[src/hw/rtl/integral_record_owner_scatter_assert.svh]
// assertion macros for the integral record owner scatter block
`ifndef INTEGRAL_RECORD_OWNER_SCATTER_ASSERT_SVH
`define INTEGRAL_RECORD_OWNER_SCATTER_ASSERT_SVH
`ifndef SYNTHESIS
`define IRS_ASSERT_NOW(label, ante, cons) \
   label: assert property (@(posedge clock) disable iff (reset) (ante) |-> (cons)) \
      else $error("irs: same-cycle check failed");
`define IRS_ASSERT_NEXT(label, ante, cons) \
   label: assert property (@(posedge clock) disable iff (reset) (ante) |=> (cons)) \
      else $error("irs: next-cycle check failed");
`else
`define IRS_ASSERT_NOW(label, ante, cons)
`define IRS_ASSERT_NEXT(label, ante, cons)
`endif
`endif

[src/hw/rtl/irs_pkg.sv]
`default_nettype none
package irs_pkg;

   localparam int MAX_ORBITALS    = 255;
   localparam int MAX_PROCESSES   = 1024;
   localparam int INDEX_WIDTH     = 8;
   localparam int DATA_WIDTH      = 64;
   localparam int PROC_WIDTH      = 11;
   localparam int RANK_WIDTH      = 10;
   localparam int CSR_INDEX_WIDTH = 2;
   localparam int CSR_DATA_WIDTH  = 11;

   // owner arithmetic: triangle index fits 15 bits, reduced 3 bits a step
   localparam int TRI_WIDTH     = 15;
   localparam int DIV_STEP_BITS = 3;
   localparam int DIV_STEPS     = TRI_WIDTH / DIV_STEP_BITS;

   localparam logic [CSR_INDEX_WIDTH-1:0] CSR_ORBITAL_COUNT = 2'd0;
   localparam logic [CSR_INDEX_WIDTH-1:0] CSR_PROCESS_COUNT = 2'd1;
   localparam logic [CSR_INDEX_WIDTH-1:0] CSR_MY_RANK       = 2'd2;

   typedef enum logic [1:0] {
      TGT_CORE = 2'd0,
      TGT_ONE  = 2'd1,
      TGT_TWO  = 2'd2
   } irs_target_type;

   typedef struct packed {
      logic [INDEX_WIDTH-1:0] orbital_count;
      logic [PROC_WIDTH-1:0]  process_count;
      logic [RANK_WIDTH-1:0]  my_rank;
   } irs_cfg_type;

   // one owned record waiting for the write sequencer
   typedef struct packed {
      irs_target_type         target;
      logic [INDEX_WIDTH-1:0] a;
      logic [INDEX_WIDTH-1:0] b;
      logic [INDEX_WIDTH-1:0] c;
      logic [INDEX_WIDTH-1:0] d;
      logic [DATA_WIDTH-1:0]  data;
   } irs_entry_type;

endpackage
`default_nettype wire

[src/hw/rtl/irs_front.sv]
`default_nettype none
module irs_front (
   input  wire logic                                clock,
   input  wire logic                                reset,
   input  wire irs_pkg::irs_cfg_type                cfg,
   input  wire logic                                start,
   output logic                                     busy,
   input  wire logic [irs_pkg::DATA_WIDTH-1:0]      req_coefficient_bits,
   input  wire logic [irs_pkg::INDEX_WIDTH-1:0]     req_index_i,
   input  wire logic [irs_pkg::INDEX_WIDTH-1:0]     req_index_j,
   input  wire logic [irs_pkg::INDEX_WIDTH-1:0]     req_index_k,
   input  wire logic [irs_pkg::INDEX_WIDTH-1:0]     req_index_l,
   input  wire logic                                queue_full,
   output logic                                     push,
   output irs_pkg::irs_entry_type                   push_entry
);
   import irs_pkg::*;

   typedef enum logic [2:0] {
      S_IDLE = 3'b001,
      S_DIV  = 3'b010,
      S_PUSH = 3'b100
   } front_state_type;

   localparam logic [PROC_WIDTH-1:0] MAX_P = PROC_WIDTH'(MAX_PROCESSES);
   localparam int CNT_WIDTH = $clog2(DIV_STEPS);

   // input holding register
   logic                   rec_valid_ff, rec_valid_in;
   logic [DATA_WIDTH-1:0]  rec_data_ff, rec_data_in;
   logic [INDEX_WIDTH-1:0] rec_i_ff, rec_j_ff, rec_k_ff, rec_l_ff;
   logic [INDEX_WIDTH-1:0] rec_i_in, rec_j_in, rec_k_in, rec_l_in;

   front_state_type state_ff, state_in;
   irs_entry_type   ent_ff, ent_in;
   logic [TRI_WIDTH-1:0]  quot_ff, quot_in;
   logic [RANK_WIDTH-1:0] rem_ff, rem_in;
   logic [CNT_WIDTH-1:0]  cnt_ff, cnt_in;

   logic accept, rec_take;
   logic [PROC_WIDTH-1:0]  eff_p;
   logic [INDEX_WIDTH-1:0] norbs, split_n;
   logic [INDEX_WIDTH-1:0] ia, ib, ic, id;
   logic [INDEX_WIDTH-1:0] s0a, s1a, s2a, s3a, s0b, s1b, s2b, s3b, w, x, y, z;
   logic [INDEX_WIDTH-1:0] hi, lo, tri_h, tri_l;
   logic [2*INDEX_WIDTH-1:0] tri_prod;
   logic [TRI_WIDTH-1:0]   tri_v, one_div, two_div;
   logic is_core, core_ok, ij_ok, is_one, is_two;
   logic [RANK_WIDTH-1:0]  rem_next;

   assign busy     = rec_valid_ff && !rec_take;
   assign accept   = start && !busy;
   assign rec_take = rec_valid_ff && (state_ff == S_IDLE);

   always_comb begin
      if (cfg.process_count == '0) begin
         eff_p = PROC_WIDTH'(1);
      end else if (cfg.process_count > MAX_P) begin
         eff_p = MAX_P;
      end else begin
         eff_p = cfg.process_count;
      end
   end

   assign norbs   = cfg.orbital_count;
   assign split_n = {1'b0, norbs[INDEX_WIDTH-1:1]} + INDEX_WIDTH'(1);

   assign ia = rec_i_ff - INDEX_WIDTH'(1);
   assign ib = rec_j_ff - INDEX_WIDTH'(1);
   assign ic = rec_k_ff - INDEX_WIDTH'(1);
   assign id = rec_l_ff - INDEX_WIDTH'(1);

   // zero patterns and range checks
   assign is_core = (rec_i_ff == '0) && (rec_j_ff == '0);
   assign core_ok = is_core && (rec_k_ff == '0) && (rec_l_ff == '0) && (cfg.my_rank == '0);
   assign ij_ok   = (rec_i_ff != '0) && (rec_j_ff != '0)
                    && (rec_i_ff <= norbs) && (rec_j_ff <= norbs);
   assign is_one  = ij_ok && (rec_k_ff == '0) && (rec_l_ff == '0);
   assign is_two  = ij_ok && (rec_k_ff != '0) && (rec_l_ff != '0)
                    && (rec_k_ff <= norbs) && (rec_l_ff <= norbs);

   // five compare-exchange sorting network
   always_comb begin
      s0a = (ia < ib) ? ia : ib;
      s1a = (ia < ib) ? ib : ia;
      s2a = (ic < id) ? ic : id;
      s3a = (ic < id) ? id : ic;
      s0b = (s0a < s2a) ? s0a : s2a;
      s2b = (s0a < s2a) ? s2a : s0a;
      s1b = (s1a < s3a) ? s1a : s3a;
      s3b = (s1a < s3a) ? s3a : s1a;
      w   = s0b;
      z   = s3b;
      x   = (s1b < s2b) ? s1b : s2b;
      y   = (s1b < s2b) ? s2b : s1b;
   end

   assign hi = (ia > ib) ? ia : ib;
   assign lo = (ia > ib) ? ib : ia;

   // shared triangle index
   assign tri_h    = is_two ? x : hi;
   assign tri_l    = is_two ? w : lo;
   assign tri_prod = (2*INDEX_WIDTH)'(tri_h) * ((2*INDEX_WIDTH)'(tri_h) + (2*INDEX_WIDTH)'(1));
   assign tri_v    = TRI_WIDTH'(tri_prod[2*INDEX_WIDTH-1:1]) + TRI_WIDTH'(tri_l);

   assign one_div = ((hi >= split_n) && (lo < split_n)) ? TRI_WIDTH'(lo) : tri_v;
   assign two_div = (x >= split_n) ? TRI_WIDTH'(w)
                  : (y >= split_n) ? tri_v : TRI_WIDTH'(z);

   // restoring remainder, a few bits a step
   always_comb begin
      logic [RANK_WIDTH-1:0] r;
      logic [TRI_WIDTH-1:0]  qs;
      logic [PROC_WIDTH-1:0] t;
      r  = rem_ff;
      qs = quot_ff;
      t  = '0;
      for (int s = 0; s < DIV_STEP_BITS; s++) begin
         t = {r, qs[TRI_WIDTH-1]};
         if (t >= eff_p) begin
            t = t - eff_p;
         end
         r  = t[RANK_WIDTH-1:0];
         qs = qs << 1;
      end
      rem_next = r;
   end

   always_comb begin
      rec_valid_in = rec_valid_ff;
      rec_data_in  = rec_data_ff;
      rec_i_in     = rec_i_ff;
      rec_j_in     = rec_j_ff;
      rec_k_in     = rec_k_ff;
      rec_l_in     = rec_l_ff;
      if (accept) begin
         rec_valid_in = 1'b1;
         rec_data_in  = req_coefficient_bits;
         rec_i_in     = req_index_i;
         rec_j_in     = req_index_j;
         rec_k_in     = req_index_k;
         rec_l_in     = req_index_l;
      end else if (rec_take) begin
         rec_valid_in = 1'b0;
      end
   end

   always_comb begin
      state_in = state_ff;
      ent_in   = ent_ff;
      quot_in  = quot_ff;
      rem_in   = rem_ff;
      cnt_in   = cnt_ff;
      push     = 1'b0;
      case (state_ff)
         S_IDLE: begin
            if (rec_valid_ff) begin
               ent_in.data = rec_data_ff;
               quot_in     = is_two ? two_div : one_div;
               rem_in      = '0;
               cnt_in      = '0;
               if (is_one) begin
                  ent_in.target = TGT_ONE;
                  ent_in.a      = ia;
                  ent_in.b      = ib;
                  ent_in.c      = '0;
                  ent_in.d      = '0;
                  state_in      = S_DIV;
               end else if (is_two) begin
                  ent_in.target = TGT_TWO;
                  ent_in.a      = ia;
                  ent_in.b      = ib;
                  ent_in.c      = ic;
                  ent_in.d      = id;
                  state_in      = S_DIV;
               end else if (core_ok) begin
                  ent_in.target = TGT_CORE;
                  ent_in.a      = '0;
                  ent_in.b      = '0;
                  ent_in.c      = '0;
                  ent_in.d      = '0;
                  state_in      = S_PUSH;
               end
            end
         end
         S_DIV: begin
            rem_in  = rem_next;
            quot_in = quot_ff << DIV_STEP_BITS;
            cnt_in  = cnt_ff + CNT_WIDTH'(1);
            if (cnt_ff == CNT_WIDTH'(DIV_STEPS - 1)) begin
               if (rem_next != cfg.my_rank) begin
                  state_in = S_IDLE;
               end else if (!queue_full) begin
                  push     = 1'b1;
                  state_in = S_IDLE;
               end else begin
                  state_in = S_PUSH;
               end
            end
         end
         S_PUSH: begin
            if (!queue_full) begin
               push     = 1'b1;
               state_in = S_IDLE;
            end
         end
         default: begin
            state_in = S_IDLE;
         end
      endcase
   end

   assign push_entry = ent_ff;

   always_ff @(posedge clock) begin
      if (reset) begin
         rec_valid_ff <= 1'b0;
         state_ff     <= S_IDLE;
         cnt_ff       <= '0;
      end else begin
         rec_valid_ff <= rec_valid_in;
         state_ff     <= state_in;
         cnt_ff       <= cnt_in;
      end
   end

   always_ff @(posedge clock) begin
      rec_data_ff <= rec_data_in;
      rec_i_ff    <= rec_i_in;
      rec_j_ff    <= rec_j_in;
      rec_k_ff    <= rec_k_in;
      rec_l_ff    <= rec_l_in;
      ent_ff      <= ent_in;
      quot_ff     <= quot_in;
      rem_ff      <= rem_in;
   end

endmodule
`default_nettype wire

[src/hw/rtl/irs_queue.sv]
`default_nettype none
module irs_queue (
   input  wire logic                    clock,
   input  wire logic                    reset,
   input  wire logic                    push,
   input  wire irs_pkg::irs_entry_type  push_entry,
   output logic                         full,
   input  wire logic                    pop,
   output logic                         head_valid,
   output irs_pkg::irs_entry_type       head_entry
);
   import irs_pkg::*;

   // two entries: one being written out, one waiting
   irs_entry_type slot_ff [2];
   logic       wr_ptr_ff, wr_ptr_in;
   logic       rd_ptr_ff, rd_ptr_in;
   logic [1:0] count_ff, count_in;
   logic       do_push, do_pop;

   assign full       = (count_ff == 2'd2);
   assign head_valid = (count_ff != 2'd0);
   assign head_entry = slot_ff[rd_ptr_ff];
   assign do_push    = push && !full;
   assign do_pop     = pop && head_valid;

   always_comb begin
      wr_ptr_in = do_push ? !wr_ptr_ff : wr_ptr_ff;
      rd_ptr_in = do_pop ? !rd_ptr_ff : rd_ptr_ff;
      count_in  = count_ff + 2'(do_push) - 2'(do_pop);
   end

   always_ff @(posedge clock) begin
      if (reset) begin
         wr_ptr_ff <= 1'b0;
         rd_ptr_ff <= 1'b0;
         count_ff  <= 2'd0;
      end else begin
         wr_ptr_ff <= wr_ptr_in;
         rd_ptr_ff <= rd_ptr_in;
         count_ff  <= count_in;
      end
   end

   always_ff @(posedge clock) begin
      if (do_push) begin
         slot_ff[wr_ptr_ff] <= push_entry;
      end
   end

endmodule
`default_nettype wire

[src/hw/rtl/irs_back.sv]
`default_nettype none
module irs_back (
   input  wire logic                            clock,
   input  wire logic                            reset,
   input  wire logic                            head_valid,
   input  wire irs_pkg::irs_entry_type          head_entry,
   output logic                                 pop,
   output logic                                 rsp_strobe,
   output logic [1:0]                           rsp_target_array,
   output logic [irs_pkg::INDEX_WIDTH-1:0]      rsp_addr_a,
   output logic [irs_pkg::INDEX_WIDTH-1:0]      rsp_addr_b,
   output logic [irs_pkg::INDEX_WIDTH-1:0]      rsp_addr_c,
   output logic [irs_pkg::INDEX_WIDTH-1:0]      rsp_addr_d,
   output logic [irs_pkg::DATA_WIDTH-1:0]       rsp_write_data,
   output logic                                 rsp_last_write
);
   import irs_pkg::*;

   logic [2:0] step_ff, step_in;
   logic       strobe_ff;
   logic [1:0] target_ff;
   logic [INDEX_WIDTH-1:0] a_ff, b_ff, c_ff, d_ff, a_in, b_in, c_in, d_in;
   logic [DATA_WIDTH-1:0]  data_ff;
   logic       last_ff, last_in;
   logic [INDEX_WIDTH-1:0] ea, eb, ec, ed;

   assign ea = head_entry.a;
   assign eb = head_entry.b;
   assign ec = head_entry.c;
   assign ed = head_entry.d;

   // address permutation for the current step
   always_comb begin
      a_in    = '0;
      b_in    = '0;
      c_in    = '0;
      d_in    = '0;
      last_in = 1'b1;
      case (head_entry.target)
         TGT_CORE: begin
            last_in = 1'b1;
         end
         TGT_ONE: begin
            a_in    = step_ff[0] ? eb : ea;
            b_in    = step_ff[0] ? ea : eb;
            last_in = step_ff[0];
         end
         TGT_TWO: begin
            last_in = (step_ff == 3'd7);
            case (step_ff)
               3'd0: begin a_in = ea; b_in = ec; c_in = eb; d_in = ed; end
               3'd1: begin a_in = ea; b_in = ed; c_in = eb; d_in = ec; end
               3'd2: begin a_in = eb; b_in = ec; c_in = ea; d_in = ed; end
               3'd3: begin a_in = eb; b_in = ed; c_in = ea; d_in = ec; end
               3'd4: begin a_in = ec; b_in = ea; c_in = ed; d_in = eb; end
               3'd5: begin a_in = ec; b_in = eb; c_in = ed; d_in = ea; end
               3'd6: begin a_in = ed; b_in = ea; c_in = ec; d_in = eb; end
               default: begin a_in = ed; b_in = eb; c_in = ec; d_in = ea; end
            endcase
         end
         default: begin
            last_in = 1'b1;
         end
      endcase
   end

   assign pop     = head_valid && last_in;
   assign step_in = !head_valid ? step_ff : (last_in ? 3'd0 : step_ff + 3'd1);

   always_ff @(posedge clock) begin
      if (reset) begin
         step_ff   <= 3'd0;
         strobe_ff <= 1'b0;
      end else begin
         step_ff   <= step_in;
         strobe_ff <= head_valid;
      end
   end

   always_ff @(posedge clock) begin
      target_ff <= head_entry.target;
      a_ff      <= a_in;
      b_ff      <= b_in;
      c_ff      <= c_in;
      d_ff      <= d_in;
      data_ff   <= head_entry.data;
      last_ff   <= last_in;
   end

   assign rsp_strobe       = strobe_ff;
   assign rsp_target_array = target_ff;
   assign rsp_addr_a       = a_ff;
   assign rsp_addr_b       = b_ff;
   assign rsp_addr_c       = c_ff;
   assign rsp_addr_d       = d_ff;
   assign rsp_write_data   = data_ff;
   assign rsp_last_write   = last_ff;

endmodule
`default_nettype wire

[src/hw/rtl/integral_record_owner_scatter.sv]
// a core record goes through the holding, entry, queue and rsp registers before its write
// others run 5 remainder steps first; the front can take the next record while dividing
// the sequencer puts out one write a cycle while a record is queued, 8 for a two-electron one
// the receiver cannot stall: each write is on the rsp ports for exactly one cycle
// synchronous reset clears control and sets orbital_count 1, process_count 1, my_rank 0
`default_nettype none
`include "integral_record_owner_scatter_assert.svh"
module integral_record_owner_scatter (
   input  wire logic                                clock,
   input  wire logic                                reset,
   input  wire logic                                start,
   output logic                                     busy,
   input  wire logic [irs_pkg::DATA_WIDTH-1:0]      req_coefficient_bits,
   input  wire logic [irs_pkg::INDEX_WIDTH-1:0]     req_index_i,
   input  wire logic [irs_pkg::INDEX_WIDTH-1:0]     req_index_j,
   input  wire logic [irs_pkg::INDEX_WIDTH-1:0]     req_index_k,
   input  wire logic [irs_pkg::INDEX_WIDTH-1:0]     req_index_l,
   output logic                                     rsp_strobe,
   output logic [1:0]                               rsp_target_array,
   output logic [irs_pkg::INDEX_WIDTH-1:0]          rsp_addr_a,
   output logic [irs_pkg::INDEX_WIDTH-1:0]          rsp_addr_b,
   output logic [irs_pkg::INDEX_WIDTH-1:0]          rsp_addr_c,
   output logic [irs_pkg::INDEX_WIDTH-1:0]          rsp_addr_d,
   output logic [irs_pkg::DATA_WIDTH-1:0]           rsp_write_data,
   output logic                                     rsp_last_write,
   input  wire logic                                csr_write_enable,
   input  wire logic [irs_pkg::CSR_INDEX_WIDTH-1:0] csr_index,
   input  wire logic [irs_pkg::CSR_DATA_WIDTH-1:0]  csr_write_data
);
   import irs_pkg::*;

   // configuration registers; the user writes them only while the block is idle, unchecked
   logic [INDEX_WIDTH-1:0] orbital_count_ff, orbital_count_in;
   logic [PROC_WIDTH-1:0]  process_count_ff, process_count_in;
   logic [RANK_WIDTH-1:0]  my_rank_ff, my_rank_in;
   irs_cfg_type            cfg;

   // front to queue, queue to back
   logic          push, queue_full, pop, head_valid;
   irs_entry_type push_entry, head_entry;

   always_comb begin
      orbital_count_in = orbital_count_ff;
      process_count_in = process_count_ff;
      my_rank_in       = my_rank_ff;
      if (csr_write_enable) begin
         case (csr_index)
            CSR_ORBITAL_COUNT: orbital_count_in = csr_write_data[INDEX_WIDTH-1:0];
            CSR_PROCESS_COUNT: process_count_in = csr_write_data[PROC_WIDTH-1:0];
            CSR_MY_RANK:       my_rank_in       = csr_write_data[RANK_WIDTH-1:0];
            default: begin
               // unmapped index, write ignored
            end
         endcase
      end
   end

   always_ff @(posedge clock) begin
      if (reset) begin
         orbital_count_ff <= INDEX_WIDTH'(1);
         process_count_ff <= PROC_WIDTH'(1);
         my_rank_ff       <= '0;
      end else begin
         orbital_count_ff <= orbital_count_in;
         process_count_ff <= process_count_in;
         my_rank_ff       <= my_rank_in;
      end
   end

   assign cfg.orbital_count = orbital_count_ff;
   assign cfg.process_count = process_count_ff;
   assign cfg.my_rank       = my_rank_ff;

   // front: holds one transaction, classifies it, works out the owner rank
   irs_front u_front (
      .clock                (clock),
      .reset                (reset),
      .cfg                  (cfg),
      .start                (start),
      .busy                 (busy),
      .req_coefficient_bits (req_coefficient_bits),
      .req_index_i          (req_index_i),
      .req_index_j          (req_index_j),
      .req_index_k          (req_index_k),
      .req_index_l          (req_index_l),
      .queue_full           (queue_full),
      .push                 (push),
      .push_entry           (push_entry)
   );

   // two-deep queue of owned records
   irs_queue u_queue (
      .clock      (clock),
      .reset      (reset),
      .push       (push),
      .push_entry (push_entry),
      .full       (queue_full),
      .pop        (pop),
      .head_valid (head_valid),
      .head_entry (head_entry)
   );

   // back: steps through the symmetric writes of the head record
   irs_back u_back (
      .clock            (clock),
      .reset            (reset),
      .head_valid       (head_valid),
      .head_entry       (head_entry),
      .pop              (pop),
      .rsp_strobe       (rsp_strobe),
      .rsp_target_array (rsp_target_array),
      .rsp_addr_a       (rsp_addr_a),
      .rsp_addr_b       (rsp_addr_b),
      .rsp_addr_c       (rsp_addr_c),
      .rsp_addr_d       (rsp_addr_d),
      .rsp_write_data   (rsp_write_data),
      .rsp_last_write   (rsp_last_write)
   );

   // core energy is a single write
   `IRS_ASSERT_NOW(a_core_single, rsp_strobe && (rsp_target_array == TGT_CORE), rsp_last_write)
   // the writes of one record follow each other without a gap
   `IRS_ASSERT_NEXT(a_no_gap, rsp_strobe && !rsp_last_write, rsp_strobe)
   // and carry the same coefficient
   `IRS_ASSERT_NEXT(a_same_data, rsp_strobe && !rsp_last_write, $stable(rsp_write_data))

endmodule
`default_nettype wire
[config.mk]
export PLATFORM = sky130hd
export DESIGN_NAME = integral_record_owner_scatter
export DESIGN_NICKNAME = d
export VERILOG_FILES = /design/src/hw/rtl/irs_pkg.sv /design/src/hw/rtl/irs_front.sv /design/src/hw/rtl/irs_queue.sv /design/src/hw/rtl/irs_back.sv /design/src/hw/rtl/integral_record_owner_scatter.sv
export VERILOG_INCLUDE_DIRS = /design/src /design/src/hw/rtl
export SDC_FILE = /design/constraint.sdc
export NUM_CORES = 1
export LEC_CHECK = 0
export ABC_AREA = 0
export ABC_CLOCK_PERIOD_IN_PS = 13100
export BUFFER_PORTS_ARGS = -buffer_cell sky130_fd_sc_hd__buf_2
export CORE_MARGIN = 2
export CORE_UTILIZATION = 54
export DETAILED_ROUTE_END_ITERATION = 10
export GPL_TIMING_DRIVEN = 0
export MAX_ROUTING_LAYER = met4
export PLACE_DENSITY_LB_ADDON = 0.2
export SETUP_SLACK_MARGIN = 0.1
export SYNTH_ARGS = -nofsm -noshare
export SYNTH_HDL_FRONTEND = slang
export SYNTH_SLANG_ARGS = --single-unit
[constraint.sdc]
create_clock -name clock -period 13.1 [get_ports clock]
set_input_delay 3.93 -clock clock [delete_from_list [all_inputs] [get_ports clock]]
set_output_delay 3.93 -clock clock [all_outputs]
set_load 0.03 [all_outputs]
== Yosys cells after proc, flatten, opt, wreduce, memory -nomap -nowiden ==
Memory sizes are Yosys's and may differ from the RTL's. A register that Yosys moved wholly into a read port is not among the register bits.
Cells that the tools add are included.
Word-level totals
  flip-flop bits (word level): 362
  word-level logic and storage cells: 201
  memories kept: 1
  output and inout port bits: 101
  memory bits (writable): 196
  input port bits: 113
Memories
  u_queue.slot_ff: depth 2, width 98, read ports 1, clocked after Yosys merged registers in 1, write ports 1, RTL line irs_queue.sv:15  | irs_entry_type slot_ff [2];
Operators by class
  add/subtract/negate cells: 14
  mux-type cells: 61
  multiply operators: 1
  $lt $le $gt $ge: 18
  reductions and logical operators: 54
  equal/unequal tests: 21
Operator list (count)
  $mux 8: 16
  $pmux 8 s3: 4
  $mux 15: 5
  $mux 34: 2
  $lt 8x8->1: 6
  $mux 10: 4
  $ge 11x11->1: 3
  $le 8x8->1: 4
  $logic_not 8->1: 4
  $mux 32: 1
  $pmux 8 s2: 2
  $reduce_bool 8->1: 4
  $sub 8x1->8 const B: 4
  $mux 3: 10
  $pmux 15 s2: 1
  $sub 10x10->10: 3
  $ge 8x8->1: 3
  $mux 11: 2
  $logic_and 1x1->1: 20
  $pmux 10 s2: 1
  $eq 3x3->1 const B: 6
  $mul 8x16->16: 1
  $add 15x8->15: 1
  $reduce_or 2->1: 6
  other kinds (29): 56

== Logic depth before layout (Yosys ltp) ==
  depth in word-level cells: 17
  mapped depth: 62
  mapped depth without buffers: 58

== Hierarchy ==
A second synthesis with hierarchy kept.
Second synthesis, totals
  cells, all modules: 2355
  area total of the unflattened synthesis: 28957.8 µm²
By module, submodules not included
  irs_front: cells each 1615, seq. area each 6716.4 µm², area each 16791.1 µm², times used 1
  irs_queue: cells each 332, seq. area each 5985.7 µm², area each 7379.6 µm², times used 1
  irs_back: cells each 299, seq. area each 2062.0 µm², area each 3602.2 µm², times used 1
  integral_record_owner_scatter: cells each 109, seq. area each 580.6 µm², area each 1184.9 µm², times used 1

== Least setup slack after synthesis ==
No wires, ideal clock.
  path type: register -> register
  start: register process_count_ff[10]
  end: memory u_queue.slot_ff[0][0] in the netlist's numbering (enable)
  buffers on the path: 3
  arrival time: 12.414 ns
  stages on the path, launching flop included: 38
  required time: 12.533 ns
  slack: 0.119 ns
  setup time: 0.567 ns
  path through: dfxtp_1 -> clkinv_1 -> nand2_1 -> ha_1 -> nor2b_1 -> o21ai_0 -> a21boi_0 -> o21a_1 -> o21a_1 -> o21ai_0 -> nand3_1 -> mux2i_1 -> ha_1 -> nor2b_1 -> o21ai_0 -> a21boi_0 -> o21ai_0 -> a21boi_0 -> (+2 left out) -> o21ai_0 -> clkbuf_1 -> mux2_2 -> ha_1 -> o21ai_0 -> a21boi_0 -> o21ai_0 -> a21boi_0 -> o2111a_1 -> o31a_1 -> nor2_1 -> clkbuf_1 -> clkbuf_1 -> nor2_1 -> a311oi_1 -> o2111ai_1 -> o31ai_1 -> nor2b_1
Between the ends
  longest elaborated chain between the ends: 16
RTL lines
  start, declared: RTL line integral_record_owner_scatter.sv:34  | logic [PROC_WIDTH-1:0] process_count_ff, process_count_in;
  start signal, assigned: RTL line integral_record_owner_scatter.sv:65  | process_count_ff <= process_count_in;
  $gt 11x11->1: RTL line irs_front.sv:58  | end else if (cfg.process_count > MAX_P) begin
  $mux 11: RTL line irs_front.sv:58
  $mux 11 (*): RTL line irs_front.sv:56  | if (cfg.process_count == '0) begin
  $sub 10x10->10 or $ge 11x11->1 (tied branches): RTL line irs_front.sv:122, irs_front.sv:121
  $mux 10: RTL line irs_front.sv:121  | if (t >= eff_p) begin
  $sub 10x10->10 or $ge 11x11->1 (tied branches): RTL line irs_front.sv:122, irs_front.sv:121
  $mux 10: RTL line irs_front.sv:121
  $sub 10x10->10 or $ge 11x11->1 (tied branches): RTL line irs_front.sv:122, irs_front.sv:121
  $mux 10 (*): RTL line irs_front.sv:121
  $ne 10x10->1 (*): RTL line irs_front.sv:192  | if (rem_next != cfg.my_rank) begin
  $mux 1 (*): RTL line irs_front.sv:192
  $mux 1 (*): RTL line irs_front.sv:191  | if (cnt_ff == CNT_WIDTH'(DIV_STEPS - 1)) begin
  $pmux 1 s2 (*): RTL line irs_front.sv:156  | case (state_ff)
  $logic_and 1x1->1 (*): RTL line irs_queue.sv:24  | assign do_push = push && !full;
  via u_queue.do_push: RTL line irs_queue.sv:19  | logic do_push, do_pop;
  $mux 1 (*): RTL line irs_queue.sv:46  | if (do_push) begin
  $mux 1 (implied by the code) (*): RTL line irs_queue.sv:47  | slot_ff[wr_ptr_ff] <= push_entry;
  end, declared: RTL line irs_queue.sv:15
Mark *: on every way through the listed nets, which the timed path passes. The rest lies on a longest branch.

== Final worst setup path ==
  start: register u_front.rec_i_ff[2]
  end: register u_front.quot_ff[14] (data pin)
Between the ends
  longest elaborated chain between the ends: 17
RTL lines
  start, declared: RTL line irs_front.sv:31  | logic [INDEX_WIDTH-1:0] rec_i_ff, rec_j_ff, rec_k_ff, rec_l_ff;
  start signal, assigned: RTL line irs_front.sv:230  | rec_i_ff <= rec_i_in;
  branches (longest 14 deep; another with $mul 8x16->16)
  $mux 15 (*): RTL line irs_front.sv:160  | quot_in = is_two ? two_div : one_div;
  $mux 15 (*): RTL line irs_front.sv:158  | if (rec_valid_ff) begin
  $pmux 15 s2 (*): RTL line irs_front.sv:156
  via u_front.quot_in[14]: RTL line irs_front.sv:36  | logic [TRI_WIDTH-1:0] quot_ff, quot_in;
  end signal, assigned: RTL line irs_front.sv:235  | quot_ff <= quot_in;
  end, declared: RTL line irs_front.sv:36
Mark *: on every way through the listed nets, which the timed path passes. The select of a mux whose other input is x is not followed.
A chain may end at the register's enable or synchronous reset.

==> flow_metrics.tcl <==
set metrics [dict create \
    synth_edf_count 415 \
    use_met3 0.0438 \
    ys_async_sr_fraction 0 \
    cp_max_fo 9 \
    crit_path_max_incr_delay_ns 0.60 \
    ys_ff_latch 559 \
    antenna_left 0 \
    setup_slack_ns 0.425 \
    p_leak_nw 13.6 \
    grt_use_met1 0.375 \
    firstDrtPassIters 6 \
    slew_violations 0 \
    relSlewSlack 0.177 \
    nets 3173 \
    grt_overflow_total 0 \
    timing.fmax_ghz 0.0789 \
    path_clk_slew_ns 0.06 \
    cp.arrival_ns 13.09 \
    synthesis.area_um2 29100 \
    antenna_found_initial 6 \
    syn_avg_cell_area_um2 11.6 \
    ys_types 92 \
    viasPerCell 5.80 \
    via_count 20700 \
    ys_seq_area_frac 0.528 \
    grt_max_degree 63 \
    cap_violations 0 \
    finalSetupTns_ns 0 \
    dp_hpwl_um 59900 \
    coreArea_um2 53500 \
    status "finished clean" \
    synth_warnings 0 \
    grt_pass1_vias 20700 \
    clkLatencyLatePin_ns 0.63 \
    ys.flop_type "edfxtp_1" \
    grtUsageTotal 0.288 \
    tightest_slew_ns 1.23 \
    irDropWorstVdd_uv 373 \
    p_total_mw 9.54 \
    fin_skew_ns 0.0772 \
    io_buffers 212 \
    start_kind "register" \
    root_buffer "clkbuf_16" \
    numPlacedInstances 3429 \
    ios 214 \
    pre_cts_ws_ns -2.33 \
    grt_pass1_wl_um 120000 \
    drtIter0Drc 1354 \
    fin_cells 3571 \
    setup_viol 0 \
    postCtsHoldBufs 0 \
    wl_per_cell_um 21.9 \
    drive_gt1_frac 0.196 \
    die_area_um2 55700 \
    required_ns 13.51 \
    start_util 0.543 \
    globalplace.congestion 1.01 \
    drc 0 \
    hp-class "reg2reg" \
    hold_viol 0 \
    globalRoute.busiestLayer "met2" \
    fp-row-count 85 \
    power.density_nw_per_um2 281 \
    cts_buffers 57 \
    synthToLayoutAreaGrowth_pct 17.0 \
    end_kind "register" \
    cts.sinks 559 \
    cts_tree "done" \
    gr-usage-met2 0.460 \
    critPathKind "reg2reg" \
    cts_buffer_depth 3 \
    final.min_clock_period_ns 12.67 \
    dieWidth_um 236 \
    layout_common_cells "edfxtp_1, nor2_1, buf_2" \
    syn_nets 2863 \
    wl_um 78200 \
    syn_inst 2513 \
    htree_levels 2 \
    final_core_util 0.635 \
    layout_commonest_cell "edfxtp_1" \
    die_h_um 236 \
    cpMaxStageDelayCell "or4_1" \
    fin_crit_sh 0.968 \
]
## power breakdown
group	switching [mW]	internal [mW]	total, mW
combinational	3.32	2.44	5.76
clock	0.674	0.901	1.57
sequential	0.0546	2.15	2.20
total	4.05	5.49	9.54
## cells in the mapped netlist, types with 13 or more instances
master | n | area, µm²
nand2b_1 | 16 | 100
o21ai_0 | 99 | 495
nand3_1 | 45 | 225
xor2_1 | 22 | 193
dfxtp_1 | 144 | 2880
inv_1 | 162 | 608
nand2_1 | 167 | 627
edfxtp_1 | 415 | 12500
a31oi_1 | 22 | 138
mux2i_1 | 104 | 1040
nor3_1 | 28 | 140
fa_1 | 45 | 901
ha_1 | 192 | 2400
mux2_2 | 87 | 980
nor2_1 | 281 | 1050
a211oi_1 | 16 | 120
xnor2_1 | 50 | 438
clkbuf_1 | 67 | 251
a21o_1 | 53 | 398
o221ai_1 | 13 | 114
a21oi_1 | 106 | 531
nand4_1 | 25 | 156
o211ai_1 | 14 | 105
a22oi_1 | 18 | 135
nor2b_1 | 24 | 150
a21boi_0 | 14 | 105
o21a_1 | 31 | 233
and2_1 | 26 | 163
## registers in the layout, summed over array words and instances (netlist names), 10 cells and up, named ones only
name                   count
process_count_ff          11
u_front.push_entry        98
u_front.rec_data_ff       64
u_queue.slot_ff          196
u_back.rsp_write_data     64
my_rank_ff                10
u_front.rem_ff            10
u_front.quot_ff           15
## final timing paths
kind	startpoint	end	slack, ns	cells past startpoint
setup / recovery	u_front.rec_i_ff[2]	u_front.quot_ff[14]	0.43	47
hold / removal	u_front.push_entry[64]	u_queue.slot_ff[1][64]	0.39	0
setup reg to reg	u_front.rec_i_ff[2]	u_front.quot_ff[14]	0.43	47
hold reg to reg	u_front.push_entry[64]	u_queue.slot_ff[1][64]	0.39	0
## layer usage
metal / share of wire / wire [µm] / vias to the layer above
met5: 0 / 0 / -
met4: 0.036 / 2810 / 0
met3: 0.063 / 4920 / 129
met2: 0.48 / 37200 / 696
met1: 0.43 / 33300 / 10100
li1: - / - / 9836
## stage by stage
step                      hold slack [ns]  cell area, µm²
after floorplan                     0.400           29100
after global routing                0.388           34000
after detailed placement            0.405           31200
final                               0.390           34000
after global placement              0.401           31000
after CTS                           0.377           33500
## area by class of cell
cell class              count  area (µm²)
diodes                      6        15.0
plain buffers              83         393
clock buffers              81        1610
clock inverters            24         265
fillers                  4175       19500
inverters                 165         629
multi-input cells        1705       13400
flip-flops and latches    559       15300
well taps                 696         871
repair buffers            252        1500
## worst max-delay path: cells and delay by family, from the launching register on
family / cells / cell delay (ns)
compound gates: 19 / 4.01
fa+ha+maj: 9 / 3.77
simple gates: 9 / 2.11
buf+inv: 7 / 0.92
mux: 2 / 0.78
flops: 1 / 0.59
xor+xnor: 1 / 0.23
## logic make-up after synthesis
logic type / after synthesis / synth area share
muxes: 193 / 0.0706
and+or+nand+nor: 688 / 0.111
adders and majority gates: 242 / 0.116
DFF: 559 / 0.528
xor gates and xnor gates: 73 / 0.0223
AOI/OAI and AO/OA: 509 / 0.120
buffers and inverters: 249 / 0.0327
## repair_timing
action,4_1_cts,5_1_grt
buffers inserted,11,20
endpoints found under the setup margin,12,6
pin swaps,8,20
gates resized for setup,75,65
gates cloned,0,1
(Power assumes the default switching activity.)
